<file path="src/hdl/scfp_pkg.sv">
// Package for the sum-checked frame parser: phase codes, result kinds,
// register indexes and the state and result structs.
// No dependencies.
`default_nettype none

package scfp_pkg;

    localparam int unsigned BYTE_W  = 8;
    localparam int unsigned KIND_W  = 2;
    localparam int unsigned FLEN_W  = 9;
    localparam int unsigned CFG_IDX_W = 8;

    // Head, address, function id, length, sum check, add check
    localparam logic [FLEN_W-1:0] FRAME_OVERHEAD = 9'd6;

    localparam logic [BYTE_W-1:0] HEAD_RESET = 8'd170;
    localparam logic [BYTE_W-1:0] ADDR_RESET = 8'd255;

    localparam logic [CFG_IDX_W-1:0] CFG_HEAD_IDX = 8'd0;
    localparam logic [CFG_IDX_W-1:0] CFG_ADDR_IDX = 8'd1;

    typedef enum logic [2:0] {
        PH_HUNT = 3'd0,
        PH_ADDR = 3'd1,
        PH_FUNC = 3'd2,
        PH_LEN  = 3'd3,
        PH_DATA = 3'd4,
        PH_SUM  = 3'd5,
        PH_ADD  = 3'd6
    } phase_t;

    typedef enum logic [KIND_W-1:0] {
        KIND_NONE    = 2'd0,
        KIND_PAYLOAD = 2'd1,
        KIND_GOOD    = 2'd2,
        KIND_BAD     = 2'd3
    } kind_t;

    typedef struct packed {
        phase_t              phase;
        logic [BYTE_W-1:0]   sum;
        logic [BYTE_W-1:0]   sum_of_sums;
        logic [BYTE_W-1:0]   func;
        logic [BYTE_W-1:0]   len;
        logic [BYTE_W-1:0]   count;
        logic                sum_matched;
    } parse_state_t;

    typedef struct packed {
        kind_t               kind;
        logic [BYTE_W-1:0]   function_id;
        logic [BYTE_W-1:0]   payload_byte;
        logic [BYTE_W-1:0]   payload_index;
        logic [FLEN_W-1:0]   frame_len;
    } parse_result_t;

endpackage

`default_nettype wire

</file>
<file path="src/hdl/scfp_step.sv">
// Byte step of the frame parser: next parse state and the result for one
// received byte. Purely combinational; depends on scfp_pkg.
`default_nettype none

module scfp_step (
    input  scfp_pkg::parse_state_t   state,
    input  logic [7:0]               rx_byte,
    input  logic [7:0]               head,
    input  logic [7:0]               addr,
    output scfp_pkg::parse_state_t   state_next,
    output scfp_pkg::parse_result_t  result
);
    import scfp_pkg::*;

    logic [BYTE_W-1:0] sum_acc;
    logic [BYTE_W-1:0] sos_acc;
    logic [BYTE_W-1:0] count_inc;

    assign sum_acc   = state.sum + rx_byte;
    assign sos_acc   = state.sum_of_sums + sum_acc;
    assign count_inc = state.count + 8'd1;

    // Next state
    always_comb
    begin
        state_next = state;
        unique case (state.phase)
            PH_ADDR:
            begin
                if (rx_byte == addr)
                begin
                    state_next.sum         = sum_acc;
                    state_next.sum_of_sums = sos_acc;
                    state_next.phase       = PH_FUNC;
                end
                else
                begin
                    // Mismatch: restart on this byte if it is a head
                    state_next.sum_matched = 1'b0;
                    state_next.sum         = (rx_byte == head) ? rx_byte : '0;
                    state_next.sum_of_sums = (rx_byte == head) ? rx_byte : '0;
                    state_next.phase       = (rx_byte == head) ? PH_ADDR : PH_HUNT;
                end
            end
            PH_FUNC:
            begin
                state_next.func        = rx_byte;
                state_next.sum         = sum_acc;
                state_next.sum_of_sums = sos_acc;
                state_next.phase       = PH_LEN;
            end
            PH_LEN:
            begin
                state_next.len         = rx_byte;
                state_next.count       = '0;
                state_next.sum         = sum_acc;
                state_next.sum_of_sums = sos_acc;
                state_next.phase       = (rx_byte == '0) ? PH_SUM : PH_DATA;
            end
            PH_DATA:
            begin
                state_next.sum         = sum_acc;
                state_next.sum_of_sums = sos_acc;
                state_next.count       = count_inc;
                if (count_inc == state.len)
                begin
                    state_next.phase = PH_SUM;
                end
            end
            PH_SUM:
            begin
                state_next.sum_matched = (rx_byte == state.sum);
                state_next.phase       = PH_ADD;
            end
            PH_ADD:
            begin
                state_next.sum         = '0;
                state_next.sum_of_sums = '0;
                state_next.sum_matched = 1'b0;
                state_next.phase       = PH_HUNT;
            end
            default:
            begin
                state_next.sum_matched = 1'b0;
                state_next.sum         = (rx_byte == head) ? rx_byte : '0;
                state_next.sum_of_sums = (rx_byte == head) ? rx_byte : '0;
                state_next.phase       = (rx_byte == head) ? PH_ADDR : PH_HUNT;
            end
        endcase
    end

    // Result
    always_comb
    begin
        result = '{kind: KIND_NONE, default: '0};
        unique case (state.phase)
            PH_DATA:
            begin
                result.kind          = KIND_PAYLOAD;
                result.function_id   = state.func;
                result.payload_byte  = rx_byte;
                result.payload_index = state.count;
            end
            PH_ADD:
            begin
                result.kind = (state.sum_matched && rx_byte == state.sum_of_sums)
                              ? KIND_GOOD : KIND_BAD;
                result.function_id = state.func;
                result.frame_len   = {1'b0, state.len} + FRAME_OVERHEAD;
            end
            default:
            begin
                result.kind = KIND_NONE;
            end
        endcase
    end

endmodule

`default_nettype wire

</file>
<file path="src/hdl/sum_checked_frame_parser.sv">
// Top level of the sum-checked frame parser: configuration registers,
// parse state and result register. Depends on scfp_pkg and scfp_step.
`default_nettype none

// Takes one received byte per transfer and returns exactly one result per
// byte from a result register, in the cycle after the byte is taken. A new
// byte is taken in every cycle while results are being taken (rx_ready is
// low only while a result is held and res_ready is low), so the sustained
// rate is one byte per cycle. Payload bytes come out as kind 1; after the
// add check the frame is reported good or bad with its total length. A head
// or address mismatch drops the frame silently and hunts for the next head
// byte. Configuration writes are always taken; indexes other than head (0)
// and address (1) are ignored.
module sum_checked_frame_parser (
    input  logic                            clk,
    input  logic                            rst_n,

    input  logic                            cfg_valid,
    output logic                            cfg_ready,
    input  logic [scfp_pkg::CFG_IDX_W-1:0]  cfg_index,
    input  logic [7:0]                      cfg_data,

    input  logic                            rx_valid,
    output logic                            rx_ready,
    input  logic [7:0]                      rx_byte,

    output logic                            res_valid,
    input  logic                            res_ready,
    output logic [1:0]                      kind,
    output logic [7:0]                      function_id,
    output logic [7:0]                      payload_byte,
    output logic [7:0]                      payload_index,
    output logic [8:0]                      frame_len
);
    import scfp_pkg::*;

    logic [BYTE_W-1:0] head_reg;
    logic [BYTE_W-1:0] addr_reg;
    parse_state_t      state_reg;
    parse_state_t      state_next;
    parse_result_t     result_next;
    parse_result_t     result_reg;
    logic              res_valid_reg;
    logic              rx_xfer;

    assign cfg_ready = 1'b1;
    assign rx_ready  = !res_valid_reg || res_ready;
    assign rx_xfer   = rx_valid && rx_ready;

    always_ff @(posedge clk or negedge rst_n)
    begin
        if (!rst_n)
        begin
            head_reg <= HEAD_RESET;
            addr_reg <= ADDR_RESET;
        end
        else if (cfg_valid)
        begin
            if (cfg_index == CFG_HEAD_IDX)
            begin
                head_reg <= cfg_data;
            end
            else if (cfg_index == CFG_ADDR_IDX)
            begin
                addr_reg <= cfg_data;
            end
        end
    end

    scfp_step u_step (
        .state      (state_reg),
        .rx_byte    (rx_byte),
        .head       (head_reg),
        .addr       (addr_reg),
        .state_next (state_next),
        .result     (result_next)
    );

    always_ff @(posedge clk or negedge rst_n)
    begin
        if (!rst_n)
        begin
            state_reg     <= '{phase: PH_HUNT, default: '0};
            res_valid_reg <= 1'b0;
        end
        else
        begin
            if (rx_xfer)
            begin
                state_reg <= state_next;
            end
            // Hold the result until it is taken
            if (rx_xfer)
            begin
                res_valid_reg <= 1'b1;
            end
            else if (res_ready)
            begin
                res_valid_reg <= 1'b0;
            end
        end
    end

    always_ff @(posedge clk)
    begin
        if (rx_xfer)
        begin
            result_reg <= result_next;
        end
    end

    assign res_valid     = res_valid_reg;
    assign kind          = result_reg.kind;
    assign function_id   = result_reg.function_id;
    assign payload_byte  = result_reg.payload_byte;
    assign payload_index = result_reg.payload_index;
    assign frame_len     = result_reg.frame_len;

    // Every accepted byte yields a result on the next cycle
    a_one_result: assert property (@(posedge clk) disable iff (!rst_n)
        rx_xfer |=> res_valid)
        else $error("accepted byte produced no result");

    // A non-head byte while hunting keeps the parser hunting
    a_hunt_stays: assert property (@(posedge clk) disable iff (!rst_n)
        (rx_xfer && state_reg.phase == PH_HUNT && rx_byte != head_reg)
        |=> state_reg.phase == PH_HUNT)
        else $error("frame started without head byte");

    // Frame reports always carry at least the fixed overhead length
    a_report_len: assert property (@(posedge clk) disable iff (!rst_n)
        (res_valid && (kind == KIND_GOOD || kind == KIND_BAD))
        |-> frame_len >= FRAME_OVERHEAD)
        else $error("frame report with short length");

    // Only payload results carry a payload byte or index
    a_payload_only: assert property (@(posedge clk) disable iff (!rst_n)
        (res_valid && kind != KIND_PAYLOAD) |-> (payload_byte == '0 && payload_index == '0))
        else $error("payload fields set outside a payload result");

endmodule

`default_nettype wire
</file>
<file path="config.mk">
export PLATFORM = sky130hd
export DESIGN_NAME = sum_checked_frame_parser
export DESIGN_NICKNAME = d
export VERILOG_FILES = /design/src/hdl/scfp_pkg.sv /design/src/hdl/scfp_step.sv /design/src/hdl/sum_checked_frame_parser.sv
export SDC_FILE = /design/constraint.sdc
export NUM_CORES = 1
export LEC_CHECK = 0
export ABC_AREA = 1
export BUFFER_PORTS_ARGS = -buffer_cell sky130_fd_sc_hd__buf_2
export CAP_MARGIN = 20
export CORE_AREA = 3 3 114 116
export CTS_CLUSTER_DIAMETER = 100
export DETAILED_ROUTE_END_ITERATION = 7
export DIE_AREA = 0 0 117 119
export GPL_TIMING_DRIVEN = 0
export MAX_ROUTING_LAYER = met4
export PLACE_DENSITY = 0.74
export SYNTH_ARGS = -nofsm -noshare
export SYNTH_HDL_FRONTEND = slang
export SYNTH_SLANG_ARGS = --single-unit
export TNS_END_PERCENT = 30
</file>
<file path="constraint.sdc">
create_clock -name clk -period 3.4 [get_ports clk]
set_clock_uncertainty 0.2 [all_clocks]
set_input_delay 0.85 -clock clk [delete_from_list [all_inputs] [get_ports clk]]
set_output_delay 0.85 -clock clk [all_outputs]
set_load 0.005 [all_outputs]
</file>
# Word-level counts from Yosys, hierarchy flattened
# Cells that the tools add are included.
totals:
  regBits: 96
  in_bits: 29
  out_inout_bits: 38
op_classes:
  addsub: 4
  mux: 14
  eq_ne: 14
  bitwise: 3
  reduce_logical: 18
ops:
  columns: ["cell", "count"]
  rows:
  - ["16-bit case mux with 4 select lines", 1]
  - ["8-bit == test", 5]
  - ["19-bit two-way mux", 1]
  - ["3-bit case mux with 6 select lines", 1]
  - ["8-bit adder", 2]
  - ["8-bit zero test", 2]
  - ["8-bit case mux with 2 select lines", 1]
  - ["2-bit AND reduction", 6]
  - ["8-bit by 3-bit adder with 9-bit output (second input constant)", 1]
  - ["3-bit == test (second input constant)", 3]
  - ["8-bit by 1-bit adder with 8-bit output (second input constant)", 1]
  - ["8-bit by 1-bit == test with 1-bit output (second input constant)", 1]
  - ["8-bit two-way mux", 1]
  - ["3-bit by 2-bit == test with 1-bit output (second input constant)", 2]
  - ["1-bit two-way mux", 6]
  - ["3-bit AND reduction", 2]
  - ["2-bit case mux with 2 select lines", 1]
  - ["2-bit nonzero test", 2]
  - ["3-bit by 1-bit == test with 1-bit output (second input constant)", 1]
  - ["3-bit two-way mux", 1]
  - ["1-bit inverter", 3]
  - ["1-bit case mux with 3 select lines", 1]
  - ["3-bit OR reduction", 1]
  - ["1-bit logical AND", 2]
  - ["5 further kinds", 5]

# Longest topological paths before layout
# Gate-level depths: netlist of run 1.
logic_depth:
  ltp_word: 4
  depth_mapped: 18
  ltp_nobuf: 18

# By module
# Synthesis of run 1 repeated with hierarchy kept, for this count alone.
hier_totals:
  cells_unflattened: 773
  area_unflattened_um2: 6033.3
modules_own_cells:
  columns: ["mod", "seq_area_each_um2", "cells_per_inst", "n_inst", "area_per_inst_um2"]
  rows:
  - ["sum_checked_frame_parser", 2592.5, 313, 1, 3585.9]
  - ["scfp_step", 0.0, 460, 1, 2447.3]

# Worst setup path before layout of run 1
# Ideal clock, no wire load.
synth_path:
  path_type: "input -> register"
  startpoint: "input port rx_byte[2]"
  endpoint: "register state_reg[31] (netlist bit)"
  arrival_time_ns: 3.000
  path_slack_ns: 0.137
  path_stages: 17
  n_path_buf: 0
  required_time_ns: 3.138
  path_cell_list: "ha_1 > inv_1 > nand2_1 > and2_1 > or2_2 > nand2_1 > inv_1 > ha_1 > nand2_1 > nand2_1 > nand2_1 > nand3_1 > xnor2_1 > or2_2 > nand3_1 > nand2_1 > inv_1"
synth_between:
  elab_chain_len: 4
synth_lines:
  columns: ["element", "line", "source"]
  rows:
  - ["start: declaration", "sum_checked_frame_parser.sv:25", "input logic [7:0] rx_byte,"]
  - ["8-bit adder or 8-bit == test (tied branches)", "scfp_step.sv:19, scfp_step.sv:41, scfp_step.sv:86", null]
  - ["8-bit adder or 8-bit two-way mux (tied branches)", "scfp_step.sv:20, scfp_step.sv:41, scfp_step.sv:86", null]
  - ["19-bit two-way mux", "scfp_step.sv:30", "if (rx_byte == addr)"]
  - ["16-bit case mux with 4 select lines *", "scfp_step.sv:27", "unique case (state.phase)"]
  - ["end signal: assignment", "sum_checked_frame_parser.sv:90", "state_reg <= state_next;"]
  - ["end: declaration", "sum_checked_frame_parser.sv:39", "parse_state_t state_reg;"]
# Mark *: on every way between the ends. The rest lies on a longest branch, timed or not.
# A chain may end at the register's enable or synchronous reset.

# Final worst setup path of run 1
layout_path:
  startpoint: "input port rx_byte[0]"
  endpoint: "register state_reg[32] (netlist bit)"
# The elaborated chain is that of the path after synthesis.

==> results of run 1 <==
[synth_stat cells, drive strengths merged]
cell type and count:
a21oi 17, a221oi 2, a31oi 1, a41oi 1
and2 1, buf 8, clkbuf 9, clkinv 1
conb 1, dfrtp 49, dfstp 12, edfxtp 35
fa 2, ha 17, inv 106, nand2 185
nand3 54, nand4 20, nor2 68, nor2b 1
nor3 11, nor3b 2, nor4 1, o211ai 1
o21ai 46, o22ai 10, or2 18, xnor2 9
xor2 19
[critical path, stage by stage]
cell	delay, ns
buf_2	0.18
ha_1	0.26
fa_2	0.39
nand3_1	0.09
nand2_1	0.06
xor2_1	0.18
inv_1	0.11
ha_1	0.34
a21oi_2	0.16
o21ai_0	0.11
a21oi_2	0.20
inv_1	0.06
nand3_1	0.08
nand3_1	0.08
nand2_1	0.06
a21oi_1	0.06
[stage by stage]
stage | instances | utilization | setup TNS, ns | instance area [um2] | worst slack, ns
after detailed placement | 918 | 0.511 | -1.17 | 6140 | -0.276
after global routing | 934 | 0.543 | -0.00428 | 6520 | -0.00428
after CTS | 934 | 0.540 | 0 | 6480 | 0.101
after global placement | 918 | 0.511 | -1.07 | 6140 | -0.252
final | 934 | 0.543 | 0 | 6520 | 0.174
after floorplan | 707 | - | 0 | 5630 | 0.137
[layer usage]
metal,wire length [um],vias to the layer above,global-route usage
met3,867,20,0.0442
met4,178,0,0.0595
met5,0,-,-
li1,-,2425,-
met2,6110,172,0.319
met1,6160,2199,0.287
[layout make-up]
class	instances	area (um2)
Tap cell	147	184
Timing Repair Buffer	64	323
Multi-Input combinational cell	487	2590
Sequential cell	96	2590
Clock buffer	10	229
Buffer	17	81.3
Inverter	107	402
Fill cell	1145	5490
Clock inverter	6	115
[worst paths after layout]
| path | from | endpoint | slack, ns | cells past startpoint |
|---|---|---|---|---|
| max | rx_byte[0] | state_reg[32]$_DFFE_PN0P_ | 0.17 | 16 |
| min | state_reg[22]$_DFFE_PN0P_ | state_reg[22]$_DFFE_PN0P_ | 0.29 | 2 |
| max reg2reg | state_reg[34]$_DFFE_PN0P_ | state_reg[29]$_DFFE_PN0P_ | 0.50 | 16 |
| min reg2reg | state_reg[22]$_DFFE_PN0P_ | state_reg[22]$_DFFE_PN0P_ | 0.29 | 2 |
| max in group asynchronous | rst_n | state_reg[31]$_DFFE_PN0P_ | 2.08 | 1 |
| min in group asynchronous | rst_n | state_reg[39]$_DFFE_PN0P_ | 0.35 | 1 |
[where the power goes]
group          internal [mW]  switching, mW  leakage, nW
clock                  0.726          0.457        0.169
sequential              1.46          0.194         1.10
combinational          0.742           1.24         1.89
total                   2.93           1.89         3.16
[logic make-up after synthesis]
group                    count (synthesis)
AO/OA/AOI/OAI                           78
XOR/XNOR                                28
adder cells (fa/ha/maj)                 19
buffers and inverters                  124
flip-flops                              96
other                                    1
AND/OR/NAND/NOR                        361
==> results.tsv, run 1 <==
stage	metric	value	unit
outcome	status	completed	
synthesis	share of the synthesized area in the top cell type	0.218	
floorplan	core area	0.0120	mm2
sta	worst-margin pin slew	0.907	ns
placement	gp weighted congestion	0.927	
routing	final wirelength	13300	um
finish	layout cells sized above 1	0.184	
sta	Slew Limit Fails	0	
sta	hold slack	0.288	ns
synthesis	Mean Syn Cell Area	7.97	um2
clocking	CTS root buffer	clkbuf_16	
floorplan	die area	0.0139	mm2
clocking	total clock buffers created by CTS	9	
grt	initial antenna violation count	0	
worst_setup_path	CP max FO	7	
sta	Setup Viol. Count Final	0	
finish	max reg flops	44	
clocking	clock-pin slew on the worst setup and hold paths	0.07	ns
grt	GRT Resource Usage Total	0.211	
placement	post-DP HPWL	9660	um
routing	WL/cell	14.3	um
clocking	cells resized by post-CTS repair	0	
clocking	clk buf depth	2	
routing	via count	4816	
synthesis	post-synthesis adder-cell area fraction	0.0449	
synthesis	Synth Area in Compound Gates	0.0742	
floorplan	DIE WIDTH	117	um
clocking	cts hold-fix bufs	0	
power	Max VDD drop	0.276	mV
clocking	CTS H-tree depth	3	
min_path	Hold Path Class	reg2reg	
power	Leakage Power	3.16	nW
synthesis	register area share after synthesis	0.460	
routing	DR vias/cell	5.16	
sta	Final Cycle Share	0.949	
finish	nets@finish	830	
synthesis	Synth Area in Simple Gates	0.291	
synthesis	yosys warns	0	
synthesis	Mapped Cells	707	
floorplan	chip height	119	um
synthesis	FF+latch count, synth	96	
worst_setup_path	Required @ worst endpoint	3.45	ns
synthesis	mapped cell area	0.00563	mm2
sta	Rel. slew slack	0.395	
routing	DRT Pass-1 Iters	5	
worst_setup_path	WS Path Type	in2reg	
clocking	clock latency on the worst-skew pair	0.36	ns
sta	max frequency	310	MHz
sta	Tmin final	3.23	ns
worst_setup_path	CP Launch Type	primary input	
synthesis	largest family of logic cells by synthesized area	simple AND/OR/NAND/NOR gates	
synthesis	top cell type by total area after synthesis	dfrtp_1	
synthesis	net count after synthesis	755	
routing	post-route ant nets	0	
floorplan	Ports	67	
clocking	TritonCTS clock tree	yes	
finish	area grow syn2layout	15.7	%
finish	most frequent cells in the layout	181 x nand2_1, 102 x inv_1, 70 x buf_2, 61 x nor2_1, 53 x nand3_1	
synthesis	Post-Synth XOR/XNOR Area	0.0435	
floorplan	Initial Util	0.469	
grt	gr ovfl total	0	
routing	DRC viols	0	
clocking	clk sink count	96	
worst_setup_path	Worst Path Arrival	3.27	ns
worst_setup_path	CP Capture Type	flip-flop	
power	pwr/cell area	739	mW/mm2
routing	DR iter-0 viols	381	
synthesis	Distinct cells, synth	43	
grt	first-pass GRT wire length	22500	um
floorplan	Placement Rows	40	
finish	commonest non-fill, non-tap cell in the layout	nand2_1	
synthesis	dominant cells by area after synthesis	dfrtp_1 22%, edfxtp_1 19%, nand2_1 12%, inv_1 6.8%, dfstp_2 5.6%	
synthesis	post-synthesis mux area share	0	
grt	largest net degree at the start of global routing	62	
run	Max Cap Violations	0	
grt	vias in the first global route	4611	
placement	Port Buffers	64	
clocking	post-CTS setup buffer count	0	
power	Tot Pwr	4.82	mW
sta	Final Hold Fails	0	
finish	# diodes	0	
(Power assumes the default switching activity.)
==> run 2: changes to the inputs <==
--- a/config.mk
+++ b/config.mk
@@ -10,9 +10,9 @@
 export CAP_MARGIN = 20
-export CORE_AREA = 3 3 114 116
+export CORE_AREA = 3 3 119 121
 export CTS_CLUSTER_DIAMETER = 100
 export DETAILED_ROUTE_END_ITERATION = 7
-export DIE_AREA = 0 0 117 119
+export DIE_AREA = 0 0 122 124
 export GPL_TIMING_DRIVEN = 0
 export MAX_ROUTING_LAYER = met4
-export PLACE_DENSITY = 0.74
+export PLACE_DENSITY = 0.69
 export SYNTH_ARGS = -nofsm -noshare
==> constraint.sdc (replaced) <==
create_clock -name clk -period 3.4 [get_ports clk]
set_clock_uncertainty 0.2 [all_clocks]
set_input_delay 0.17 -clock clk [delete_from_list [all_inputs] [get_ports clk]]
set_output_delay 0.17 -clock clk [all_outputs]
set_load 0.005 [all_outputs]
==> run 2 against run 1 <==
Utilization down 4.5 points. Count of clock-buffer cells in the layout unchanged. Critical endpoint unchanged. Via count about the same. Clock power down 18%. Highest routed layer unchanged. Total power down 5.5%. Register-to-register slack worse by 0.14 ns.
==> results.tsv, run 2 (synthesized netlist as in run 1, its figures left out) <==
stage	metric	value	unit
outcome	status	completed	
sta	Final Hold Fails	0	
floorplan	Placement Rows	42	
clocking	CTS root buffer	clkbuf_16	
grt	vias in the first global route	4519	
placement	gp weighted congestion	0.911	
grt	GRT Resource Usage Total	0.194	
run	Max Cap Violations	0	
sta	hold slack	0.0680	ns
floorplan	DIE WIDTH	122	um
sta	Setup Viol. Count Final	0	
sta	Rel. slew slack	0.387	
sta	Final WS setup	0.364	ns
routing	WL/cell	13.7	um
sta	RSZ-0062 raised after global routing	no	
sta	Final Cycle Share	0.893	
power	Max VDD drop	0.479	mV
worst_setup_path	CP Launch Type	flip-flop	
routing	DR iter-0 viols	340	
clocking	clk sink count	96	
sta	max frequency	329	MHz
routing	via count	4820	
worst_setup_path	Worst Path Arrival	3.07	ns
finish	# diodes	0	
placement	Port Buffers	64	
clocking	clock latency on the worst-skew pair	0.35	ns
clocking	post-CTS setup buffer count	0	
grt	largest net degree at the start of global routing	62	
sta	worst-margin pin slew	0.919	ns
finish	most frequent cells in the layout	181 x nand2_1, 102 x inv_1, 70 x buf_2, 61 x nor2_1, 53 x nand3_1	
floorplan	die area	0.0151	mm2
finish	Design Area, Final	0.00657	mm2
routing	final wirelength	13400	um
min_path	Hold Path Class	in2reg	
grt	first-pass GRT wire length	22200	um
worst_setup_path	Required @ worst endpoint	3.44	ns
finish	area grow syn2layout	16.6	%
clocking	CTS H-tree depth	3	
placement	pre-CTS setup slack	0.390	ns
finish	commonest non-fill, non-tap cell in the layout	nand2_1	
worst_setup_path	WS Path Type	reg2reg	
floorplan	Initial Util	0.427	
clocking	cells resized by post-CTS repair	0	
power	Leakage Power	3.17	nW
worst_setup_path	CP Capture Type	flip-flop	
floorplan	chip height	124	um
finish	max reg flops	44	
clocking	clk buf depth	2	
routing	DRT Pass-1 Iters	5	
routing	DR vias/cell	4.95	
clocking	total clock buffers created by CTS	9	
finish	layout cells sized above 1	0.173	
finish	nets@finish	841	
sta	Slew Limit Fails	0	
placement	post-DP HPWL	9740	um
grt	gr ovfl total	0	
placement	area of placed instances	0.00618	mm2
worst_setup_path	CP max FO	3	
clocking	TritonCTS clock tree	yes	
routing	post-route ant nets	0	
floorplan	Ports	67	
routing	DRC viols	0	
floorplan	core area	0.0132	mm2
sta	Tmin final	3.04	ns
sta	Setup Total Neg Slack	0	ns
grt	initial antenna violation count	0	
power	pwr/cell area	693	mW/mm2
clocking	clock-pin slew on the worst setup and hold paths	0.07	ns
run 2: cell types whose count changed in the layout (fill, tap and decap cells not counted), moves of 2 or more:
cell / before / now
ha_1: 14 / 17
dlygate4sd3_1: 0 / 11
ha_2: 2 / 0
bufinv_16: 3 / 0
a21oi_2: 2 / 0
a21oi_1: 15 / 17
run 2: final cells by class:
cell class	count	area (um2)
repair buffers	75	433
clock buffers	10	229
flip-flops and latches	96	2590
inverters	107	402
clock inverters	6	55.1
multi-input cells	487	2560
plain buffers	17	81.3
fillers	1276	6620
well taps	176	220
run 2: path summary, 6_finish.rpt:
kind / start / endpoint / slack [ns] / cells past startpoint
min reg2reg: state_reg[23]$_DFFE_PN0P_ / state_reg[23]$_DFFE_PN0P_ / 0.29 / 2
min in group asynchronous: rst_n / state_reg[38]$_DFFE_PN0P_ / 0.25 / 2
max: state_reg[33]$_DFFE_PN0P_ / state_reg[32]$_DFFE_PN0P_ / 0.36 / 15
min: rx_byte[0] / state_reg[17]$_DFFE_PN0P_ / 0.07 / 3
max in group asynchronous: rst_n / head_reg[0]$_DFFE_PN0P_ / 2.23 / 2
max reg2reg: state_reg[33]$_DFFE_PN0P_ / state_reg[32]$_DFFE_PN0P_ / 0.36 / 15
run 2: routing by layer:
metal / vias to the layer above / part of all wire / track usage
met2: 150 / 0.47 / 0.317
met5: - / 0 / -
li1: 2451 / - / -
met3: 13 / 0.074 / 0.0477
met1: 2206 / 0.45 / 0.247
met4: 0 / 0.012 / 0.0448
run 2: timing repair:
action                     4_1_cts  5_1_grt
hold buffers                    11        0
hold endpoints to repair        66        0
setup endpoints to repair        0        0
run 2: critical path, cell delays in order (launching register included):
cell and delay [ns]:
dfrtp_1 0.38, ha_1 0.21, fa_1 0.43, nand3_1 0.09, nand2_1 0.06, xor2_1 0.19, inv_1 0.11, ha_1 0.33
a21oi_1 0.20, o21ai_0 0.10, a21oi_1 0.25, inv_1 0.08, nand3_1 0.09, nand3_1 0.08, nand2_1 0.06, a21oi_1 0.06
run 2: power breakdown:
part / leakage (nW) / internal (mW) / switching (mW)
Sequential: 1.10 / 1.46 / 0.192
Clock: 0.136 / 0.507 / 0.454
Combinational: 1.94 / 0.726 / 1.21
run 2: per-stage QoR:
stage,util,std cells,power (mW)
2_1_floorplan,-,707,3.11
3_3_place_gp,0.468,947,3.55
3_5_place_dp,0.468,947,3.58
4_1_cts,0.498,974,4.57
5_1_grt,0.498,974,4.94
6_report,0.498,974,4.55
==> run 3: changes to the inputs <==
- CORE_AREA: 3 3 119 121 -> 3 3 102 104
- DIE_AREA: 0 0 122 124 -> 0 0 105 107
- PLACE_DENSITY: 0.69 -> 0.88
==> run 3 against run 2 <==
Total power decreased by 3.3%. Global-route usage grew 5.9 points. Die area shrank 26%. Combinational power grew 2%. Flip-flop and latch count unchanged. Count of clock-buffer cells in the layout unchanged. Critical path type unchanged. Utilization is 17 points higher. Sequential power barely moved. Worst hold slack worse by 0.034 ns. Sequential share of layout area is 0.77 points higher. Largest power group unchanged. Largest cell class unchanged. Highest routed layer unchanged. First-iteration DRC count is 6.2% lower.
==> results.tsv, run 3 (synthesized netlist as in run 1, its figures left out) <==
stage	metric	value	unit
sta	RSZ-0062 raised after global routing	no	
worst_setup_path	FF-to-FF path depth	15	
floorplan	chip height	107	um
power	Leakage Power	3.14	nW
finish	# diodes	0	
floorplan	core area	0.00964	mm2
routing	DR iter-0 viols	319	
power	Max VDD drop	0.315	mV
floorplan	DIE WIDTH	105	um
finish	FF+latch area	0.00259	mm2
worst_setup_path	WS Path Type	reg2reg	
min_path	end of the worst hold path	state_reg[17]$_DFFE_PN0P_	
placement	gp weighted congestion	0.977	
worst_setup_path	Worst Path Arrival	3.16	ns
floorplan	Initial Util	0.585	
routing	final wirelength	13500	um
worst_setup_path	Required @ worst endpoint	3.46	ns
min_path	Hold Path Class	in2reg	
power	pwr/cell area	683	mW/mm2
placement	pre-CTS setup slack	0.293	ns
grt	gr ovfl total	0	
sta	Tmin final	3.10	ns
finish	most frequent cells in the layout	181 x nand2_1, 102 x inv_1, 71 x buf_2, 61 x nor2_1, 53 x nand3_1	
routing	via count	5024	
finish	nets@finish	842	
run	Max Cap Violations	0	
sta	max frequency	322	MHz
routing	DRC viols	0	
worst_setup_path	reg2reg start	state_reg[33]$_DFFE_PN0P_	
clocking	clk buf depth	2	
finish	max reg flops	44	
worst_setup_path	CP Capture Type	flip-flop	
worst_setup_path	CP Launch Type	flip-flop	
routing	post-route ant nets	0	
sta	Rel. slew slack	0.389	
clocking	clk sink count	96	
clocking	clock-pin slew on the worst setup and hold paths	0.09	ns
grt	GRT Resource Usage Total	0.253	
finish	area occupied by multi-input gates	0.00256	mm2
min_path	Min-Delay Path Depth	3	
clocking	TritonCTS clock tree	yes	
clocking	CTS H-tree depth	3	
sta	Final Cycle Share	0.913	
power	Tot Pwr	4.40	mW
sta	Setup Total Neg Slack	0	ns
floorplan	Placement Rows	36	
worst_setup_path	RR Endpoint	state_reg[32]$_DFFE_PN0P_	
worst_setup_path	CP max FO	3	
sta	Setup Viol. Count Final	0	
finish	layout cells sized above 1	0.174	
worst_setup_path	flop2flop setup slack	0.30	ns
clocking	CTS root buffer	clkbuf_8	
sta	worst-margin pin slew	0.916	ns
min_path	hold path start	rx_byte[0]	
clocking	total clock buffers created by CTS	9	
grt	vias in the first global route	4734	
routing	DR vias/cell	5.39	
sta	Final WS setup	0.296	ns
finish	Filler cells	829	
finish	commonest non-fill, non-tap cell in the layout	nand2_1	
placement	post-DP HPWL	10200	um
sta	Slew Limit Fails	0	
grt	largest net degree at the start of global routing	45	
grt	initial antenna violation count	0	
clocking	clock latency on the worst-skew pair	0.37	ns
sta	Final Hold Fails	0	
grt	first-pass GRT wire length	22300	um
finish	area grow syn2layout	14.4	%
routing	WL/cell	14.4	um
floorplan	die area	0.0112	mm2
placement	Port Buffers	64	
outcome	status	completed	
floorplan	Ports	67	
routing	DRT Pass-1 Iters	5	
run 3: cell types whose count changed in the layout (fill, tap and decap cells not counted):
cell and change:
bufinv_16 +1, buf_12 +1, clkinv_8 -1, clkbuf_16 -9, clkinvlp_4 +1, buf_4 -1, clkbuf_8 +9, buf_2 +1
clkinv_4 -1
run 3: through the flow:
step                 util  area, um2  cells  hold slack (ns)
floorplan               -       5630    707           -0.326
global route        0.669       6450    932           0.0728
detailed placement  0.637       6140    905        -0.000414
global placement    0.635       6120    904            0.206
finish              0.669       6450    932           0.0340
CTS                 0.669       6450    932           0.0268
run 3: critical path, cell delays in order (launching register included):
cell,delay (ns)
dfrtp_1,0.39
ha_1,0.21
fa_1,0.43
nand3_1,0.10
nand2_1,0.07
xor2_1,0.18
inv_1,0.12
ha_1,0.34
a21oi_1,0.21
o21ai_0,0.10
a21oi_1,0.31
inv_1,0.07
nand3_1,0.09
nand3_1,0.07
nand2_1,0.05
a21oi_1,0.06
run 3: power breakdown:
part           internal, mW  total [mW]  switching [mW]
sequential             1.46        1.65           0.194
clock                 0.345       0.770           0.426
combinational         0.731        1.98            1.25
total                  2.54        4.40            1.87
run 3: worst max path at each step:
stage / startpoint / endpoint / slack, ns
6_report: state_reg[33]$_DFFE_PN0P_ / state_reg[32]$_DFFE_PN0P_ / 0.30
5_1_grt: state_reg[33]$_DFFE_PN0P_ / state_reg[32]$_DFFE_PN0P_ / 0.14
4_1_cts: state_reg[33]$_DFFE_PN0P_ / state_reg[32]$_DFFE_PN0P_ / 0.29
3_5_place_dp: rx_byte[0] / state_reg[32]$_DFFE_PN0P_ / 0.29
3_3_place_gp: rx_byte[0] / state_reg[32]$_DFFE_PN0P_ / 0.36
2_1_floorplan: state_reg[35]$_DFFE_PN0P_ / state_reg[31]$_DFFE_PN0P_ / 0.64
run 3: layer usage:
| metal | track usage | up-vias | wire length [um] |
|---|---|---|---|
| li1 | - | 2455 | - |
| met5 | - | - | 0 |
| met2 | 0.428 | 201 | 6530 |
| met3 | 0.0325 | 22 | 823 |
| met1 | 0.319 | 2346 | 5840 |
| met4 | 0.0834 | 0 | 269 |
run 3: what timing repair did:
action | CTS | global route
hold endpoints to repair | 40 | 0
gates resized for setup | 0 | 0
buffers inserted | 0 | 0
hold buffers | 11 | 0
run 3: cell type report:
type,count,share of cell area
well taps,133,0.0258
multi-input cells,487,0.397
clock buffers,10,0.0198
repair buffers,76,0.0699
plain buffers,17,0.0126
clock inverters,6,0.0105
flip-flops and latches,96,0.402
inverters,107,0.0623
